### src/rtl/core/calu_pkg.sv
package calu_pkg;

  localparam logic [4:0] OP_AND   = 5'd0;
  localparam logic [4:0] OP_OR    = 5'd1;
  localparam logic [4:0] OP_XOR   = 5'd2;
  localparam logic [4:0] OP_BIT   = 5'd3;
  localparam logic [4:0] OP_CPL   = 5'd4;
  localparam logic [4:0] OP_ADD   = 5'd5;
  localparam logic [4:0] OP_ADC   = 5'd6;
  localparam logic [4:0] OP_SUB   = 5'd7;
  localparam logic [4:0] OP_SBC   = 5'd8;
  localparam logic [4:0] OP_SWAP  = 5'd9;
  localparam logic [4:0] OP_SET   = 5'd10;
  localparam logic [4:0] OP_RL    = 5'd11;
  localparam logic [4:0] OP_RR    = 5'd12;
  localparam logic [4:0] OP_RES   = 5'd13;
  localparam logic [4:0] OP_SLA   = 5'd14;
  localparam logic [4:0] OP_SRA   = 5'd15;
  localparam logic [4:0] OP_SRL   = 5'd16;
  localparam logic [4:0] OP_RLC   = 5'd17;
  localparam logic [4:0] OP_RRC   = 5'd18;
  localparam logic [4:0] OP_SCF   = 5'd19;
  localparam logic [4:0] OP_CCF   = 5'd20;
  localparam logic [4:0] OP_DAA   = 5'd21;
  localparam logic [4:0] OP_ADD16 = 5'd22;
  localparam logic [4:0] OP_SPOFS = 5'd23;

  localparam int FLAG_Z = 3;
  localparam int FLAG_N = 2;
  localparam int FLAG_H = 1;
  localparam int FLAG_C = 0;

  localparam logic [1:0] RULE_CALC  = 2'd0;
  localparam logic [1:0] RULE_SET   = 2'd1;
  localparam logic [1:0] RULE_CLEAR = 2'd2;
  localparam logic [1:0] RULE_KEEP  = 2'd3;

  localparam logic [3:0] DAA_LO_LIMIT = 4'h9;
  localparam logic [7:0] DAA_HI_LIMIT = 8'h99;
  localparam logic [7:0] DAA_LO_ADJ   = 8'h06;
  localparam logic [7:0] DAA_HI_ADJ   = 8'h60;

  typedef struct packed {
    logic [4:0]  kind;
    logic [15:0] operand_x;
    logic [15:0] operand_y;
    logic [3:0]  flags_in;
    logic [7:0]  flag_rule;
  } calu_req_t;

  typedef struct packed {
    logic        known;
    logic [15:0] value;
    logic [3:0]  flags;
  } calu_res_t;

endpackage

### src/rtl/core/calu_core.sv
module calu_core
  import calu_pkg::*;
(
  input  calu_req_t req,
  output calu_res_t res
);

  logic [7:0]  x;
  logic [7:0]  y;
  logic        cin;
  logic [8:0]  sum8;
  logic [4:0]  sum4;
  logic [8:0]  dif8;
  logic [4:0]  dif4;
  logic [16:0] sum16;
  logic [12:0] sum12;
  logic [8:0]  lowb_sum;
  logic [4:0]  lown_sum;
  logic [7:0]  bit_mask;
  logic [7:0]  daa_adj;
  logic        daa_carry;
  logic        daa_sub;
  logic        wide;
  logic [15:0] r;
  logic [3:0]  f;

  assign x   = req.operand_x[7:0];
  assign y   = req.operand_y[7:0];
  assign cin = req.flags_in[FLAG_C];

  always_comb begin
    logic use_cin;
    use_cin   = (req.kind == OP_ADC) || (req.kind == OP_SBC);
    sum8      = {1'b0, x} + {1'b0, y} + {8'd0, use_cin & cin};
    sum4      = {1'b0, x[3:0]} + {1'b0, y[3:0]} + {4'd0, use_cin & cin};
    dif8      = {1'b0, x} - {1'b0, y} - {8'd0, use_cin & cin};
    dif4      = {1'b0, x[3:0]} - {1'b0, y[3:0]} - {4'd0, use_cin & cin};
    sum16     = {1'b0, req.operand_x} + {1'b0, req.operand_y};
    sum12     = {1'b0, req.operand_x[11:0]} + {1'b0, req.operand_y[11:0]};
    lowb_sum  = {1'b0, x} + {1'b0, y};
    lown_sum  = {1'b0, x[3:0]} + {1'b0, y[3:0]};
    bit_mask  = 8'd1 << y[2:0];
    daa_sub   = req.flags_in[FLAG_N];
    daa_carry = req.flags_in[FLAG_C] || (!daa_sub && (x > DAA_HI_LIMIT));
    daa_adj   = 8'd0;
    if (req.flags_in[FLAG_H] || (!daa_sub && (x[3:0] > DAA_LO_LIMIT))) begin
      daa_adj = daa_adj | DAA_LO_ADJ;
    end
    if (daa_carry) begin
      daa_adj = daa_adj | DAA_HI_ADJ;
    end
  end

  always_comb begin
    r         = 16'd0;
    f         = 4'd0;
    wide      = 1'b0;
    res.known = 1'b1;
    case (req.kind)
      OP_AND, OP_BIT: r[7:0] = x & y;
      OP_OR:          r[7:0] = x | y;
      OP_XOR:         r[7:0] = x ^ y;
      OP_CPL:         r[7:0] = ~x;
      OP_ADD, OP_ADC: begin
        r[7:0]    = sum8[7:0];
        f[FLAG_H] = sum4[4];
        f[FLAG_C] = sum8[8];
      end
      OP_SUB, OP_SBC: begin
        r[7:0]    = dif8[7:0];
        f[FLAG_H] = dif4[4];
        f[FLAG_C] = dif8[8];
      end
      OP_SWAP: r[7:0] = {x[3:0], x[7:4]};
      OP_SET:  r[7:0] = x | bit_mask;
      OP_RES:  r[7:0] = x & ~bit_mask;
      OP_RL: begin
        r[7:0]    = {x[6:0], cin};
        f[FLAG_C] = x[7];
      end
      OP_RR: begin
        r[7:0]    = {cin, x[7:1]};
        f[FLAG_C] = x[0];
      end
      OP_SLA: begin
        r[7:0]    = {x[6:0], 1'b0};
        f[FLAG_C] = x[7];
      end
      OP_SRA: begin
        r[7:0]    = {x[7], x[7:1]};
        f[FLAG_C] = x[0];
      end
      OP_SRL: begin
        r[7:0]    = {1'b0, x[7:1]};
        f[FLAG_C] = x[0];
      end
      OP_RLC: begin
        r[7:0]    = {x[6:0], x[7]};
        f[FLAG_C] = x[7];
      end
      OP_RRC: begin
        r[7:0]    = {x[0], x[7:1]};
        f[FLAG_C] = x[0];
      end
      OP_SCF: r = 16'd0;
      OP_CCF: f[FLAG_C] = ~cin;
      OP_DAA: begin
        r[7:0]    = daa_sub ? (x - daa_adj) : (x + daa_adj);
        f[FLAG_C] = daa_carry;
        f[FLAG_N] = req.flags_in[FLAG_N];
      end
      OP_ADD16: begin
        wide      = 1'b1;
        r         = sum16[15:0];
        f[FLAG_H] = sum12[12];
        f[FLAG_C] = sum16[16];
      end
      OP_SPOFS: begin
        wide      = 1'b1;
        r         = sum16[15:0];
        f[FLAG_H] = lown_sum[4];
        f[FLAG_C] = lowb_sum[8];
      end
      default: res.known = 1'b0;
    endcase
    f[FLAG_Z] = wide ? (r == 16'd0) : (r[7:0] == 8'd0);
    res.value = r;
    res.flags = f;
  end

endmodule

### src/rtl/core/calu_flags.sv
module calu_flags
  import calu_pkg::*;
(
  input  calu_res_t  calc,
  input  logic [3:0] flags_in,
  input  logic [7:0] flag_rule,
  output logic [15:0] result,
  output logic [3:0]  flags_out
);

  always_comb begin
    if (!calc.known) begin
      result    = 16'd0;
      flags_out = flags_in;
    end else begin
      result = calc.value;
      for (int i = 0; i < 4; i++) begin
        case (flag_rule[2*i +: 2])
          RULE_CALC:  flags_out[i] = calc.flags[i];
          RULE_SET:   flags_out[i] = 1'b1;
          RULE_CLEAR: flags_out[i] = 1'b0;
          RULE_KEEP:  flags_out[i] = flags_in[i];
          default:    flags_out[i] = calc.flags[i];
        endcase
      end
    end
  end

endmodule

### src/rtl/core/cpu_alu_with_flag_rules.sv
// ALU with per-flag rules. One item is taken on any cycle with start high;
// busy never rises, so a new item may follow in every cycle. Each item gives
// one result, held first in the input register and then in the result
// register. The result shows on result and flags_out for exactly one cycle
// while done is high; the receiver cannot stall, so it must capture it in
// that cycle.
module cpu_alu_with_flag_rules
  import calu_pkg::*;
(
  input  logic        clk,
  input  logic        rst,
  input  logic        start,
  output logic        busy,
  input  logic [4:0]  kind,
  input  logic [15:0] operand_x,
  input  logic [15:0] operand_y,
  input  logic [3:0]  flags_in,
  input  logic [7:0]  flag_rule,
  output logic        done,
  output logic [15:0] result,
  output logic [3:0]  flags_out
);

  logic        req_valid;
  calu_req_t   req;
  calu_res_t   calc;
  logic [15:0] result_next;
  logic [3:0]  flags_next;

  assign busy = 1'b0;

  always_ff @(posedge clk) begin
    if (rst) begin
      req_valid <= 1'b0;
      done      <= 1'b0;
    end else begin
      req_valid <= start;
      done      <= req_valid;
    end
  end

  always_ff @(posedge clk) begin
    if (start) begin
      req.kind      <= kind;
      req.operand_x <= operand_x;
      req.operand_y <= operand_y;
      req.flags_in  <= flags_in;
      req.flag_rule <= flag_rule;
    end
    if (req_valid) begin
      result    <= result_next;
      flags_out <= flags_next;
    end
  end

  calu_core u_core (
    .req (req),
    .res (calc)
  );

  calu_flags u_flags (
    .calc      (calc),
    .flags_in  (req.flags_in),
    .flag_rule (req.flag_rule),
    .result    (result_next),
    .flags_out (flags_next)
  );

endmodule

### config.mk
export PLATFORM = sky130hd
export DESIGN_NAME = cpu_alu_with_flag_rules
export DESIGN_NICKNAME = d
export VERILOG_FILES = /design/src/rtl/core/calu_pkg.sv /design/src/rtl/core/calu_core.sv /design/src/rtl/core/calu_flags.sv /design/src/rtl/core/cpu_alu_with_flag_rules.sv
export SDC_FILE = /design/constraint.sdc
export NUM_CORES = 1
export LEC_CHECK = 0
export ABC_AREA = 1
export BUFFER_PORTS_ARGS = -buffer_cell sky130_fd_sc_hd__buf_2
export CAP_MARGIN = 20
export CORE_ASPECT_RATIO = 1.75
export CORE_MARGIN = 2
export CORE_UTILIZATION = 53
export DETAILED_ROUTE_END_ITERATION = 8
export PLACE_DENSITY = 0.83
export SYNTH_ARGS = -nofsm -noshare
export SYNTH_HDL_FRONTEND = slang
export SYNTH_SLANG_ARGS = --single-unit
### constraint.sdc
create_clock -name clk -period 9.29 [get_ports clk]
set_clock_uncertainty 0.05 [all_clocks]
set_input_delay 0.4645 -clock clk [delete_from_list [all_inputs] [get_ports clk]]
set_output_delay 0.4645 -clock clk [all_outputs]
set_load 0.02 [all_outputs]
==> impl_results.md, run 1 <==
- Slack of the worst reg-to-reg path: 5.28 ns
- Max Buffers Root-to-Sink: 2
- Routed via count: 5849
- Num ports: 74
- Post-synthesis compound-gate area fraction: 8.028%
- Clock root buffer: clkbuf_16
- Worst vdd rail ir drop: 136.4 uV
- Design area: 6502 um^2
- Initial antenna violation count: 0
- Post-synthesis simple-gate area fraction: 36.32%
- RSZ-0062 raised after global routing: no
- End of the critical path: flags_out[3]
- Post-CTS setup buffers: 0
- Slew HR: 38.64%
- Via/cell ratio: 5.723
- NumNets Final: 983
- Cell variety after synth: 38
- Comb pwr share: 30.9%
- Layout cells sized above 1: 11.32%
- Fin worst setup slack: 5.277 ns
- Area Growth Syn to Fin: 13.99%
- PostCTS Resize Cnt: 0
- CTS Hold Buffers Added: 0
- Reg-to-Reg End: flags_out[3]
- Fmax: 249.2 MHz
- Global Route Usage Sum: 32.29%
- Pre-antenna DRT Iters: 8
- Clk Latency, worst-skew pair: 0.34 ns
- Post-DP Area: 6192 um^2
- Switch Pwr: 0.0003799 W
- Clk sinks: 71
- Outcome: finished clean
- Tot Pwr: 0.001081 W
- Worst slack, placed: 5.376 ns
- Setup violators final: 0
- Syn Std Cell Area: 5704 um^2
- H-tree levels: 3
- Number of placement rows: 50
- ANT nets after route: 0
- Ant diodes: 0
- Global-route wire length before repair: 27.53 mm
- Synth async-reset ratio: 0%
- Largest net degree at the start of global routing: 51
- Clk pwr share: 30.8%
- Commonest cells in the netlist: nand2_1, inv_1, nor2_1
- YS warnings: 0
- Post-Synth Adder-Cell Area: 10.05%
- Grt ovf: 0
- Port buffer count: 72
- Pins Over Slew Limit: 0
- Crit Path Class: reg -> reg
- Final Core Density: 61.50%
- CTS tree: yes
- Final Hold Fails: 0
- Top_reg_cell synth: edfxtp_1
- Crit path arrival time: 4.16 ns
- Power density over cell area: 166.3 nW/um^2
- Post-synthesis mux area share: 0%
- Worst EP required: 9.43 ns
- Vias in the first global route: 5612
- Post-detail-place hpwl: 13.94 mm
- Drt wl/cell: 17.40 um
- Slew @ Worst Pin: 0.9192 ns
- CP max FO: 14
- Post-Synth XOR/XNOR Area: 0.4606%
- Post-Synthesis Cells: 810
- R2R Path Start: req[48]
- Register area share after synthesis: 37.03%
- Share of power burned in registers: 38.3%
- Chip Width: 82.42 um
- Synth top area cells: edfxtp_1, nand2_1, ha_1
- Setup TNS: 0 ns
- Worst setup path start: req[48]
- Tmin final: 4.013 ns
- Mapped Avg Cell Area: 7.042 um^2
- Die height: 141.2 um
- Period utilisation layout: 43.20%
- Iter 0 DRT Violations: 657
- Main combinational cell family by area after synthesis: simple AND/OR/NAND/NOR gates
- Crit end category: flop
- Synth area leader: edfxtp_1
- Hold WC Path Type: in -> reg
- Mapped Nets: 906
- MaxCap Viol Count: 0
- Power Internal: 0.0007013 W
- Clk pin slew, worst setup/hold paths: 0.06 ns
- Worst reg2reg path depth: 18
- Most common cell in the netlist: nand2_1
- Share of the synthesized area in the top cell type: 36.32%
- Die Area: 11640 um^2
- Residual DRC: 0
- Starting density of the core: 53.95%
- Fillcell total: 974
- Total routed wirelength: 17.79 mm
- Cts bufs inserted: 9
- Cell leakage power: 3.267 nW
- Core Box Area: 10570 um^2
- Switch share: 35.14%
- EDFF count, synth: 69
- GPL Wtd Cong: 1.052
- Worst Setup Start Kind: flop
- Synth Register Bits: 71
-- cell families after synthesis --
group | count (synthesis)
compound gates | 81
flops | 71
fa+ha+maj | 44
xor+xnor | 3
other cells | 1
buf+inv | 120
simple gates | 490
-- power by group through the flow --
stage                     registers [W]  logic, W  clock network [W]
after CTS                      0.000413  0.000325           0.000342
after global placement         0.000419  0.000319                  0
final                          0.000414  0.000334           0.000333
after floorplan                0.000418  0.000222                  0
after global routing           0.000416  0.000377           0.000352
after detailed placement       0.000419  0.000322                  0
-- per-layer routing --
layer / GRT usage (%) / wire length, um / vias up
met4: 27.02 / 1622 / 0
li1: - / - / 2838
met2: 52.67 / 8729 / 313
met3: 5.698 / 1218 / 101
met5: 0 / 0 / -
met1: 34.91 / 6215 / 2597
-- state kept, by name (all words and copies together) (netlist names) --
name       cells
flags_out      4
req           49
result        16
done           1
req_valid      1
-- cell type report --
cell class | instances | area, um^2 | share of cell area, %
clock buffer | 10 | 229.0 | 3.521
clock inverter | 6 | 61.31 | 0.9429
inverter | 113 | 424.2 | 6.523
multi-input combinational | 619 | 3133 | 48.18
sequential | 71 | 2112 | 32.48
tap | 130 | 162.7 | 2.501
timing repair buffer | 73 | 380.4 | 5.850
-- how the worst min path moves through the flow --
stage | from | to | slack [ns] | cells after the start
3_3_place_gp | req[4] | flags_out[2] | 0.51 | 1
4_1_cts | rst | req_valid | 0.23 | 2
5_1_grt | operand_y[0] | req[12] | 0.24 | 1
6_report | rst | req_valid | 0.24 | 2
2_1_floorplan | rst | req_valid | 0.49 | 1
3_5_place_dp | req[4] | flags_out[2] | 0.51 | 1
-- cells in the final DEF (no fill, tap or decap), drive strengths merged, types with 2 or more instances in the layout --
cell and instances:
o21a 3, clkinv 3, nand2 237, nor2 116, xor2 2, nand4 19
nand3 101, a21oi 29, o21bai 3, inv 114, clkbuf 10, or2 3
o211ai 5, nor3 9, ha 41, o22ai 3, buf 73, o21ai 30
edfxtp 69, fa 3, nand3b 2, dfxtp 2, a21o 2, a21boi 2
-- per-stage QoR --
stage | cells | hold WS (ns)
finish | 1022 | 0.2389
global placement | 1005 | 0.5128
CTS | 1021 | 0.2337
floorplan | 810 | 0.4857
global route | 1022 | 0.2394
detailed placement | 1005 | 0.5076
-- worst max-delay path, stage by stage (launching register included) --
cell	delay (ns)
edfxtp_1	0.57
inv_1	0.35
nand3_1	0.24
o21a_1	0.25
nor2_1	0.17
inv_1	0.08
fa_1	0.55
inv_1	0.06
ha_1	0.17
o21ai_0	0.23
nand2_1	0.11
nand2_1	0.09
nand3_1	0.09
or2_2	0.27
nand3_1	0.07
nand3_1	0.08
nor2_1	0.17
nand4_1	0.12
a21oi_1	0.13
(Power assumes the default switching activity.)
==> run 2: changes to the inputs <==
- ABC_AREA: 1 -> 0
- clock period: 9.29 -> 4 ns (I/O delays scaled with it)
==> run 2 against run 1 <==
  * The flow now finishes with violations (setup timing)
  * Register-to-register slack worse by 5.3 ns
  * Synthesized cell count shrank 30%
  * Via count down 4.6%
  * Power grew to 2.6 times the previous value
  * Routed wire length grew 12%
  * Sequential share of layout area fell by 3.1 points
  * Clock power grew 150%
  * Sequential power grew 130%
  * Worst hold slack worse by 0.049 ns
  * Area after synthesis shrank 3.0%
  * Largest power group is now combinational cells
==> impl_results.md, run 2 <==
- Crit end category: flop (unchanged)
- Grt ovf: 0 (unchanged)
- Worst slack, placed: -0.4250 ns (was 5.376 ns)
- Area Growth Syn to Fin: 29.97% (was 13.99%)
- Crit path arrival time: 4.13 ns (was 4.16 ns)
- Mapped Nets: 663 (was 906)
- CP dominant cell by count: fa_2 (was nand3_1)
- Clk Latency, worst-skew pair: 0.34 ns (about the same)
- Mapped Avg Cell Area: 9.762 um^2 (was 7.042 um^2)
- Synth top area cells: edfxtp_1, ha_1, nor2_1 (was edfxtp_1, nand2_1, ha_1)
- Setup violators final: 1 (was 0)
- Core Box Area: 10240 um^2 (was 10570 um^2)
- Fin worst setup slack: -0.02250 ns (was 5.277 ns)
- Post-Synthesis Cells: 567 (was 810)
- Top reg by flops: req (unchanged)
- H-tree levels: 3 (unchanged)
- Post-DP Area: 6245 um^2 (was 6192 um^2)
- Synth Register Bits: 71 (unchanged)
- Num ports: 74 (unchanged)
- Period utilisation layout: 100.6% (was 43.20%)
- Worst setup path start: req[47] (was req[48])
- Ant diodes: 0 (unchanged)
- ANT nets after route: 0 (unchanged)
- Global Route Usage Sum: 36.23% (was 32.29%)
- Worst EP required: 4.11 ns (was 9.43 ns)
- Initial antenna violation count: 0 (unchanged)
- MaxCap Viol Count: 0 (unchanged)
- R2R Path Start: req[47] (was req[48])
- Crit Path Class: reg -> reg (unchanged)
- Register area share after synthesis: 38.16% (was 37.03%)
- Most common cell in the netlist: edfxtp_1 (was nand2_1)
- Reg-to-Reg End: flags_out[3] (unchanged)
- Critical-path cell list: nand3b_1 > o21ai_4 > nand3_4 > fa_2 > fa_2 > nand2b_4 > a2111oi_4 > nor3_2 > xor2_1 > and2_1 > a2111o_1 > or3_1 > or4_4 > o41ai_2 (was inv_1 > nand3_1 > o21a_1 > nor2_1 > inv_1 > fa_1 > inv_1 > ha_1 > o21ai_0 > nand2_1 > nand2_1 > nand3_1 > or2_2 > nand3_1 > nand3_1 > nor2_1 > nand4_1 > a21oi_1)
- Synth area leader: edfxtp_1 (unchanged)
- CP max FO: 3 (was 14)
- Port buffer count: 72 (unchanged)
- Die height: 139.2 um (was 141.2 um)
- Outcome: finished with violations (was finished clean)
- Failing checks: setup timing
- Setup TNS: -0.02250 ns (was 0 ns)
- Cts bufs inserted: 9 (unchanged)
- Starting density of the core: 54.06% (was 53.95%)
- Post-detail-place hpwl: 13.46 mm (was 13.94 mm)
- Commonest non-fill, non-tap cell in the layout: buf_2 (was nand2_1)
- Via/cell ratio: 6.565 (was 5.723)
- Tmin final: 4.022 ns (was 4.013 ns)
- Hold depth: 1 (was 2)
- Worst reg2reg path depth: 14 (was 18)
- Top_reg_cell synth: edfxtp_1 (unchanged)
- Fmax: 248.6 MHz (was 249.2 MHz)
- Global-route wire length before repair: 30.35 mm (was 27.53 mm)
- Slew @ Worst Pin: 1.031 ns (was 0.9192 ns)
- Worst vdd rail ir drop: 412.0 uV (was 136.4 uV)
- NumNets Final: 814 (was 983)
- EDFF count, synth: 69 (unchanged)
- Power density over cell area: 386.5 nW/um^2 (was 166.3 nW/um^2)
- Iter 0 DRT Violations: 672 (was 657)
- RSZ-0062 raised after global routing: yes (was no)
- Total routed wirelength: 19.96 mm (was 17.79 mm)
- Clk pin slew, worst setup/hold paths: 0.06 ns (about the same)
- YS warnings: 0 (unchanged)
- Share of the synthesized area in the top cell type: 37.43% (was 36.32%)
- Largest regs: req x49, result x16, flags_out x4 (unchanged)
- Synth async-reset ratio: 0% (unchanged)
- Largest register FFs: 49 (unchanged)
- Chip Width: 81.25 um (was 82.42 um)
- Die Area: 11310 um^2 (was 11640 um^2)
- Pre-antenna DRT Iters: 8 (unchanged)
- Slew HR: 30.41% (was 38.64%)
- Slack of the worst reg-to-reg path: -0.02 ns (was 5.28 ns)
- End of the critical path: flags_out[3] (unchanged)
- Largest net degree at the start of global routing: 51 (unchanged)
- Slowest stage cell on the critical path: or4_4 (was edfxtp_1)
- Commonest cells after routing, fill and taps aside: buf_2, edfxtp_1, buf_4, dlygate4sd3_1, nor2_1 (was nand2_1, inv_1, nor2_1, nand3_1, buf_2)
- Cell leakage power: 2.904 nW (was 3.267 nW)
- Final Hold Fails: 0 (unchanged)
- CTS tree: yes (unchanged)
- Worst Setup Start Kind: flop (unchanged)
- GPL Wtd Cong: 0.9965 (was 1.052)
- Cell variety after synth: 88 (was 38)
- Syn Std Cell Area: 5535 um^2 (was 5704 um^2)
- Routed via count: 5580 (was 5849)
- Layout cells sized above 1: 25.03% (was 11.32%)
- Slowest stage delay, CP: 0.43 ns (was 0.57 ns)
- Number of placement rows: 49 (was 50)
- Pins Over Slew Limit: 0 (unchanged)
- Design area: 7194 um^2 (was 6502 um^2)
- Clock root buffer: clkbuf_16 (unchanged)
- Commonest cells in the netlist: edfxtp_1, nor2_1, ha_1 (was nand2_1, inv_1, nor2_1)
- Hold WC Path Type: in -> reg (unchanged)
- Drt wl/cell: 23.48 um (was 17.40 um)
- Max Buffers Root-to-Sink: 2 (unchanged)
- Clk sinks: 71 (unchanged)
- Residual DRC: 0 (unchanged)
- Fillcell total: 705 (was 974)
- Vias in the first global route: 5696 (was 5612)
-- run 2: changes by cell type after synthesis, moves of 14 or more --
cell      delta
inv_1       -81
xnor2_1     +16
nand3_1     -78
nand2_1    -213
nor2_1      -68
nor2b_1     +18
clkbuf_1    +14
-- run 2: cells by family (layout without fill, tap and decap cells) --
| logic type | after synthesis | count (layout) | share of synthesized area, % |
|---|---|---|---|
| mux | 5 | 5 | 0.9268 |
| flops | 71 | 71 | 38.16 |
| xor+xnor | 32 | 32 | 5.199 |
| simple gates | 203 | 203 | 20.89 |
| fa+ha+maj | 44 | 44 | 10.35 |
| compound gates | 146 | 146 | 18.83 |
| buf+inv | 65 | 221 | 5.583 |
| other cells | 1 | 1 | 0.06775 |
-- run 2: through the flow --
step | total power [W] | cells | utilization (%) | hold slack (ns)
floorplan | 0.001531 | 567 | - | 0.2216
global placement | 0.001812 | 777 | 60.99 | 0.3200
detailed placement | 0.001836 | 777 | 60.99 | 0.3268
CTS | 0.002701 | 845 | 69.22 | 0.5092
global route | 0.002874 | 850 | 70.27 | 0.1982
finish | 0.002781 | 850 | 70.27 | 0.1899
-- run 2: critical path: cells and delay by family (launching register included) --
family                     cells  cell delay, ns
adders and majority gates      2            0.78
AOI/OAI and AO/OA              4            0.90
xor gates and xnor gates       1            0.14
DFF                            1            0.41
and+or+nand+nor                7            1.56
-- run 2: worst min-delay path by stage --
stage | endpoint | slack (ns) | start
2_1_floorplan | done | 0.22 | rst
3_3_place_gp | req_valid | 0.32 | rst
3_5_place_dp | done | 0.33 | rst
4_1_cts | done | 0.51 | rst
5_1_grt | req[28] | 0.20 | start
6_report | req[28] | 0.19 | start
-- run 2: final cells by class --
class / instances / area, um^2 / area share (%)
Clock buffer: 11 / 242.7 / 3.374
Clock inverter: 5 / 57.56 / 0.8000
Inverter: 30 / 112.6 / 1.565
Multi-Input combinational cell: 431 / 3239 / 45.03
Sequential cell: 71 / 2112 / 29.36
Tap cell: 127 / 158.9 / 2.209
Timing Repair Buffer: 175 / 1271 / 17.67
-- run 2: what timing repair did --
action                                  in CTS  in global routing
endpoints found under the hold margin       51                  0
gates resized for setup                      7                 11
hold buffers                                50                  0
pin swaps                                    6                  4
buffers inserted                             2                  4
endpoints found under the setup margin       1                  2
-- run 2: routing by layer --
| layer | GRT usage [%] | part of all wire [%] | vias up |
|---|---|---|---|
| li1 | - | - | 2465 |
| met1 | 40.60 | 34 | 2639 |
| met2 | 60.94 | 51 | 362 |
| met3 | 4.818 | 6.6 | 114 |
| met4 | 26.23 | 8.2 | 0 |
| met5 | 0 | 0 | - |
-- run 2: power breakdown --
part           internal, W  switching [W]  leakage, nW  total [W]
combinational     0.000435       0.000590         2.08    0.00102
clock             0.000501       0.000323        0.150   0.000824
sequential        0.000892      0.0000401        0.670   0.000932
total              0.00183       0.000952         2.90    0.00278
